**config.mk**
```make
export PLATFORM = sky130hd
export DESIGN_NAME = prf_divider
export DESIGN_NICKNAME = d
export VERILOG_FILES = /design/src/rtl/core/polynomial_root_finder_top_macros.svh /design/src/rtl/core/prf_pkg.sv /design/src/rtl/core/prf_divider.sv
export SDC_FILE = /design/constraint.sdc
export NUM_CORES = 1
export LEC_CHECK = 0
export ABC_AREA = 0
export BUFFER_PORTS_ARGS = -buffer_cell sky130_fd_sc_hd__buf_4
export CAP_MARGIN = 20
export CORE_ASPECT_RATIO = 1.4
export CORE_MARGIN = 1.5
export CORE_UTILIZATION = 40
export CTS_CLUSTER_SIZE = 14
export DETAILED_ROUTE_END_ITERATION = 10
export PLACE_DENSITY_LB_ADDON = 0.2
export SKIP_CTS_REPAIR_TIMING = 1
export SLEW_MARGIN = 40
export SYNTH_ARGS = -nofsm -noshare
export SYNTH_HDL_FRONTEND = slang
export SYNTH_SLANG_ARGS = --single-unit
```
**constraint.sdc**
```tcl
create_clock -name clock -period 6.35 [get_ports clock]
set_input_delay 0.635 -clock clock [delete_from_list [all_inputs] [get_ports clock]]
set_output_delay 0.635 -clock clock [all_outputs]
set_load 0.01 [all_outputs]
```
**src/rtl/core/polynomial_root_finder_top_macros.svh**
```systemverilog
// ---------------------------------------------------------------------------
// Polynomial root finder assertion macros
// Shared concurrent assertion forms, clocked on clock and disabled in reset.
// ---------------------------------------------------------------------------
`ifndef POLYNOMIAL_ROOT_FINDER_TOP_MACROS_SVH
`define POLYNOMIAL_ROOT_FINDER_TOP_MACROS_SVH

// The consequent must hold in the same cycle as the antecedent.
`define PRF_ASSERT_SAME(label, ante, cons, msg) \
   label: assert property (@(posedge clock) disable iff (reset) (ante) |-> (cons)) \
      else $error(msg);

// The consequent must hold in the cycle after the antecedent.
`define PRF_ASSERT_NEXT(label, ante, cons, msg) \
   label: assert property (@(posedge clock) disable iff (reset) (ante) |=> (cons)) \
      else $error(msg);

`endif

```
**src/rtl/core/prf_pkg.sv**
```systemverilog
// ---------------------------------------------------------------------------
// Polynomial root finder package
// Shared widths, state codes, the sign-magnitude adder and 32-bit saturation.
// ---------------------------------------------------------------------------
`default_nettype none

package prf_pkg;

   localparam int LIMB_W      = 32;
   localparam int LIMBS       = 4;
   localparam int LIMB_IW     = 2;
   localparam int MAG_W       = 128;
   localparam int PROD_W      = 160;
   localparam int NUM_W       = 160;
   localparam int QUO_W       = 41;
   localparam int XW          = 48;
   localparam int SEED_SLOTS  = 7;
   localparam int SEED_IW     = 3;
   localparam int GRID_POINTS = 400;
   localparam int GRID_W      = 9;
   localparam int DIV_CW      = 8;

   typedef enum logic [7:0] {
      ST_IDLE   = 8'b0000_0001,
      ST_MUL    = 8'b0000_0010,
      ST_ADD    = 8'b0000_0100,
      ST_POST   = 8'b0000_1000,
      ST_LOAD   = 8'b0001_0000,
      ST_NEWTON = 8'b0010_0000,
      ST_DIV    = 8'b0100_0000,
      ST_EMIT   = 8'b1000_0000
   } state_type;

   typedef enum logic [2:0] {
      PH_SCAN = 3'b001,
      PH_FX   = 3'b010,
      PH_FXH  = 3'b100
   } phase_type;

   typedef struct packed {
      logic [MAG_W-1:0] m;
      logic             neg;
   } sm_type;

   function automatic sm_type sm_add(input sm_type a, input sm_type b);
      logic [MAG_W:0] sum;
      logic [MAG_W:0] dab;
      logic [MAG_W:0] dba;
      sm_type         r;
      sum = {1'b0, a.m} + {1'b0, b.m};
      dab = {1'b0, a.m} - {1'b0, b.m};
      dba = {1'b0, b.m} - {1'b0, a.m};
      if (a.neg == b.neg) begin
         r.m   = sum[MAG_W] ? '1 : sum[MAG_W-1:0];
         r.neg = a.neg;
      end else if (!dab[MAG_W]) begin
         r.m   = dab[MAG_W-1:0];
         r.neg = a.neg;
      end else begin
         r.m   = dba[MAG_W-1:0];
         r.neg = b.neg;
      end
      if (r.m == '0) begin
         r.neg = 1'b0;
      end
      return r;
   endfunction

   function automatic logic signed [31:0] sat32(input logic signed [XW-1:0] v);
      logic fits;
      fits = (&v[XW-1:31]) | ~(|v[XW-1:31]);
      if (fits) begin
         return v[31:0];
      end else if (v[XW-1]) begin
         return 32'sh8000_0000;
      end else begin
         return 32'sh7FFF_FFFF;
      end
   endfunction

endpackage

`default_nettype wire

```
**src/rtl/core/prf_divider.sv**
```systemverilog
// ---------------------------------------------------------------------------
// Polynomial root finder divider
// Restoring divider, one quotient bit per cycle, quotient capped at 2^40.
// ---------------------------------------------------------------------------
`default_nettype none

module prf_divider (
   input  wire logic                       clock,
   input  wire logic                       reset,
   input  wire logic                       start,
   input  wire logic [prf_pkg::NUM_W-1:0]  numerator,
   input  wire logic [prf_pkg::MAG_W-1:0]  denominator,
   output logic                            done,
   output logic [prf_pkg::QUO_W-1:0]       quotient
);
   import prf_pkg::*;

   localparam logic [QUO_W-1:0] QCAP = QUO_W'(1) << (QUO_W - 1);

   logic                run_ff, run_in;
   logic                done_ff, done_in;
   logic [DIV_CW-1:0]   cnt_ff, cnt_in;
   logic [NUM_W-1:0]    num_ff, num_in;
   logic [MAG_W-1:0]    den_ff, den_in;
   logic [MAG_W-1:0]    rem_ff, rem_in;
   logic [QUO_W-1:0]    quo_ff, quo_in;
   logic [MAG_W:0]      rem_sh;
   logic [MAG_W:0]      rem_sub;
   logic                ge;
   logic [QUO_W-1:0]    quo_t;

   always_comb begin
      rem_sh  = {rem_ff, num_ff[NUM_W-1]};
      ge      = rem_sh >= {1'b0, den_ff};
      rem_sub = rem_sh - {1'b0, den_ff};
      quo_t   = (quo_ff < QCAP) ? {quo_ff[QUO_W-2:0], ge} : quo_ff;
      run_in  = run_ff;
      done_in = 1'b0;
      cnt_in  = cnt_ff;
      num_in  = num_ff;
      den_in  = den_ff;
      rem_in  = rem_ff;
      quo_in  = quo_ff;
      if (start) begin
         run_in = 1'b1;
         cnt_in = DIV_CW'(NUM_W - 1);
         num_in = numerator;
         den_in = denominator;
         rem_in = '0;
         quo_in = '0;
      end else if (run_ff) begin
         num_in = num_ff << 1;
         rem_in = ge ? rem_sub[MAG_W-1:0] : rem_sh[MAG_W-1:0];
         quo_in = (quo_t > QCAP) ? QCAP : quo_t;
         cnt_in = cnt_ff - DIV_CW'(1);
         if (cnt_ff == '0) begin
            run_in  = 1'b0;
            done_in = 1'b1;
         end
      end
   end

   always_ff @(posedge clock) begin
      if (reset) begin
         run_ff  <= 1'b0;
         done_ff <= 1'b0;
      end else begin
         run_ff  <= run_in;
         done_ff <= done_in;
      end
      cnt_ff <= cnt_in;
      num_ff <= num_in;
      den_ff <= den_in;
      rem_ff <= rem_in;
      quo_ff <= quo_in;
   end

   assign done     = done_ff;
   assign quotient = quo_ff;

endmodule

`default_nettype wire

```
# After elaboration in Yosys (flattened, before gate mapping)
# Cells that the tools add are included.
[totals]
out_inout_bits = 42
regBits = 467
word_cells = 25
input_bits = 291
[classes]
order_cmp = 3
addsub = 2
n_bitwise = 1
n_reduce_logical = 3
n_mux = 9
[ops]
columns = ["op", "n"]
rows = [
  ["2-to-1 mux 160 bit", 2],
  ["greater-or-equal comparator 129 x 128 -> 1 bit", 1],
  ["2-to-1 mux 128 bit", 1],
  ["subtractor 128 bit", 1],
  ["2-to-1 mux 41 bit", 2],
  ["greater-than comparator 41 bit (second input constant)", 1],
  ["< comparator 41 bit (second input constant)", 1],
  ["logical NOT 8 bit", 1],
  ["subtractor 8 x 1 -> 8 bit (second input constant)", 1],
  ["2-to-1 mux 1 bit", 4],
  ["OR reduction 3 bit", 1],
  ["nonzero test 2 bit", 1],
  ["inverter 1 bit", 1],
]

# Depth between registers and ports, before layout
[depth]
word_depth = 4
ltp_mapped = 17

# Worst setup path after synthesis
# Ideal clock, no wire load.
[synth_path]
path_type = "input to register"
start = "input start"
end = "register num_ff[0], enable pin"
setup_time_ns = 0.512
cell_stages = 4
n_path_buf = 2
t_required_ns = 5.838
slack_ns = 1.527
arrival_ns = 4.311
cell_sequence = "clkbuf_1 -> nor2_1 -> clkbuf_1 -> inv_1"
[synth_between]
elab_chain_cells = 1
[synth_rtl]
columns = ["element", "line_no", "text"]
rows = [
  ["from (decl)", "prf_divider.sv:10", "input wire logic start,"],
  ["nonzero test 2 bit (no source line)", "-", ""],
  ["to (signal assigned)", "prf_divider.sv:72", "num_ff <= num_in;"],
  ["to (decl)", "prf_divider.sv:23", "logic [NUM_W-1:0] num_ff, num_in;"],
]
# No other way between the ends.
# A chain may end at the register's enable or synchronous reset.

# Worst setup path in the final report
[layout_path]
start = "register den_ff[116]"
end = "register rem_ff[123]"
[layout_between]
elab_chain_cells = 2
word_cells_on_any_way = 3
[layout_rtl]
columns = ["element", "line_no", "text"]
rows = [
  ["from (decl)", "prf_divider.sv:24", "logic [MAG_W-1:0] den_ff, den_in;"],
  ["from (signal assigned)", "prf_divider.sv:73", "den_ff <= den_in;"],
  ["subtractor 128 bit / greater-or-equal comparator 129 x 128 -> 1 bit (equally long branches)", "prf_divider.sv:35, prf_divider.sv:34", ""],
  ["2-to-1 mux 128 bit (*)", "prf_divider.sv:53", "rem_in = ge ? rem_sub[MAG_W-1:0] : rem_sh[MAG_W-1:0];"],
  ["to (signal assigned)", "prf_divider.sv:74", "rem_ff <= rem_in;"],
  ["to (decl)", "prf_divider.sv:25", "logic [MAG_W-1:0] rem_ff, rem_in;"],
]
# Mark *: on every way between the ends. The rest lies on a longest branch, timed or not.

==> impl_metrics.env <==
export IMPL_cts_max_level=2
export IMPL_place_area_um2=29900
export IMPL_hold_path_class="in2reg"
export IMPL_drt_antenna_violating_nets=0
export IMPL_final_hold_violation_count=0
export IMPL_pin_count=333
export IMPL_fin_crit_sh_pct=74.1
export IMPL_nFillCells=6376
export IMPL_final_cells=3896
export IMPL_cp_end_kind="register"
export IMPL_fin_skew_ns=0.0338
export IMPL_grt_overflow=0
export IMPL_synth_top_cell_by_area="edfxtp_1"
export IMPL_multi_input_area_um2=13200
export IMPL_synthFlopType="edfxtp_1"
export IMPL_seq_area_um2=12200
export IMPL_r2r_slack_ns=1.64
export IMPL_path_cells="inv_1, ha_1, nand4_1, or3_1, nor3_1, nand4b_1, nor3_1, nor4_1, o2111a_1, o31ai_4, buf_4, nor2_1, buf_4, a22o_1, a21o_1"
export IMPL_startpoint="den_ff[116]"
export IMPL_finalCriticalPeriod_ns=4.71
export IMPL_die_h_um=309
export IMPL_drtPass1Iterations=7
export IMPL_synth_warning_count=0
export IMPL_min_delay_start="reset"
export IMPL_viasPerCell=5.60
export IMPL_power_w=0.00845
export IMPL_grt_max_degree=98
export IMPL_fin_util_pct=47.5
export IMPL_synthCells=2751
export IMPL_dp_hpwl_um=60000
export IMPL_p_leak_nw=12.6
export IMPL_vias=21800
export IMPL_power_density_nw_per_um2=268
export IMPL_synthTopCellsByArea="edfxtp_1, dfxtp_1, mux2_2"
export IMPL_path_class="reg2reg"
export IMPL_fmax_mhz=212
export IMPL_dieArea_um2=68600
export IMPL_finalSetupViolations=0
export IMPL_final_cell_area_um2=31600
export IMPL_required_ns=6.88
export IMPL_dp_cells=3799
export IMPL_initial_core_util_pct=40.4
export IMPL_async_flop_share_pct=0
export IMPL_synth_edf_count=288
export IMPL_cp_slowest_cell="buf_4"
export IMPL_cts_tree="done"
export IMPL_ys_ff_latch=467
export IMPL_num_rows=112
export IMPL_relSlewSlack_pct=45.5
export IMPL_totalNegativeSetupSlack_ns=0
export IMPL_rsz0062_at_grt="false"
export IMPL_crit_path_start_kind="register"
export IMPL_drt_total_wl_um=80700
export IMPL_cts_root_buf="clkbuf_16"
export IMPL_io_buffers=332
export IMPL_gp_congestion=0.923
export IMPL_route_detailed_drc=0
export IMPL_crit_arrival_ns=5.24
export IMPL_core_area_um2=66400
export IMPL_grt_first_pass_wirelength_um=125000
export IMPL_cp_slowest_stage_delay_ns=0.67
export IMPL_path_max_fanout=39
export IMPL_syn_area_per_cell_um2=9.75
export IMPL_path_clk_slew_ns=0.06
export IMPL_outcome="finished, final reports clean"
export IMPL_grt_pass1_vias=22300
export IMPL_wl_per_cell_um=20.7
export IMPL_drive_above_1_share_pct=20.5
export IMPL_synth_top_area_share_pct=32.3
export IMPL_cts_sinks=467
export IMPL_worst_ir_drop_vdd_mv=0.264
export IMPL_fp_dieW_um=222
export IMPL_tightest_slew_ns=0.811
export IMPL_grtUsageTotal_pct=22.9
export IMPL_antenna_found_initial=1
export IMPL_nNetsFinal=3419
export IMPL_synth_distinct_cells=89
export IMPL_numCtsBuffers=51
export IMPL_synth_area_um2=26800
export IMPL_clock_tree_buffer_depth=3
export IMPL_syn2layout_area_growth_pct=17.7
export IMPL_cap_violations=0
export IMPL_clk_latency_ns=0.64
export IMPL_r2r_start="den_ff[116]"
export IMPL_initialDrtViolationCount=1190
export IMPL_synth_fp_nets=3173
export IMPL_seq_area_frac_synth_pct=45.6
export IMPL_slew_viol_final=0
## synthesized netlist by cell type, drive strengths merged (15+ instances only)
master	count
edfxtp	288
a21oi	271
nor2	254
nand2	183
inv	181
dfxtp	179
o21ai	172
mux2	163
ha	130
clkbuf	110
nand4	78
xnor2	77
a211oi	68
o21bai	53
buf	50
a21o	46
a22o	42
xor2	41
nor3	37
nand3	32
mux2i	25
o21a	23
nand2b	22
nor4	22
a22oi	20
nor2b	17
o31ai	16
or3	15
## layout by cell type (no fill, tap or decap), types with 15 or more instances in the layout
cell type	netlist	routed
buf_4	2	349
nor4_1	22	21
a211oi_1	66	66
inv_1	181	180
clkbuf_16	0	55
xor2_1	41	41
a22o_1	42	42
nor2_1	254	253
a21oi_1	269	268
o21ai_0	138	138
a22oi_1	20	20
nand4_1	78	78
nand3_1	32	32
o21a_1	23	23
nand2b_1	21	20
a21o_1	46	46
dfxtp_1	179	178
nor2b_1	17	17
mux2i_1	25	25
o21bai_1	52	52
mux2_2	162	162
xnor2_1	77	77
edfxtp_1	288	288
nand2_1	182	182
nor3_1	37	37
ha_1	130	130
o21ai_1	34	34
or3_1	15	15
## report_power, final
part	leakage, nW	internal, W	switching (W)
clock	0.830	0.00168	0.00132
combinational	7.45	0.000731	0.00110
sequential	4.32	0.00350	0.000111
total	12.6	0.00591	0.00254
## through the flow
| stage | worst slack [ns] | hold slack (ns) |
|---|---|---|
| global route | 1.37 | 0.138 |
| global placement | 1.74 | 0.459 |
| CTS | 1.61 | 0.114 |
| finish | 1.64 | 0.151 |
| floorplan | 1.53 | 0.444 |
| detailed placement | 1.63 | 0.462 |
## flip-flops by register name (all words and copies together) (netlist names)
| signal | cells |
|---|---|
| cnt_ff | 8 |
| den_ff | 128 |
| done | 1 |
| rem_ff | 128 |
| num_ff | 160 |
| run_ff | 1 |
| quotient | 41 |
## final cells by class
cell class                 count  area share, %
sequential                   467           38.8
tap                          855           3.39
multi-input combinational   1943           41.9
inverter                     181           2.18
antenna                        1        0.00793
clock inverter                24          0.618
timing repair buffer         353           8.48
clock buffer                  72           4.69
## cell families after synthesis
| logic type | count (synthesis) | synth area share, % |
|---|---|---|
| AOI/OAI and AO/OA | 808 | 19.3 |
| xor gates and xnor gates | 118 | 3.85 |
| adders and majority gates | 131 | 6.14 |
| buffers and inverters | 341 | 5.20 |
| DFF | 467 | 45.6 |
| muxes | 188 | 7.78 |
| and+or+nand+nor | 698 | 12.1 |
## per-layer routing
metal	up-vias	wire (um)	global-route usage [%]	part of all wire (%)
met1	10400	32200	26.3	40
met4	0	3060	9.22	3.8
li1	10600	-	-	-
met2	644	40500	41.3	50
met3	170	4990	4.99	6.2
met5	-	0	0	0
## worst max-delay path, delay by kind of cell, from the launching register on
| kind | cells | cell delay [ns] |
|---|---|---|
| simple gates | 7 | 2.22 |
| buf+inv | 3 | 1.02 |
| compound gates | 4 | 0.59 |
| fa+ha+maj | 1 | 0.41 |
| flops | 1 | 0.33 |
## final timing paths
check,endpoint,cells after the start
min reg2reg,rem_ff[54],2
max reg2reg,rem_ff[123],15
min,run_ff,2
max,rem_ff[123],15
Note: power is estimated with default switching activity, not from simulation.
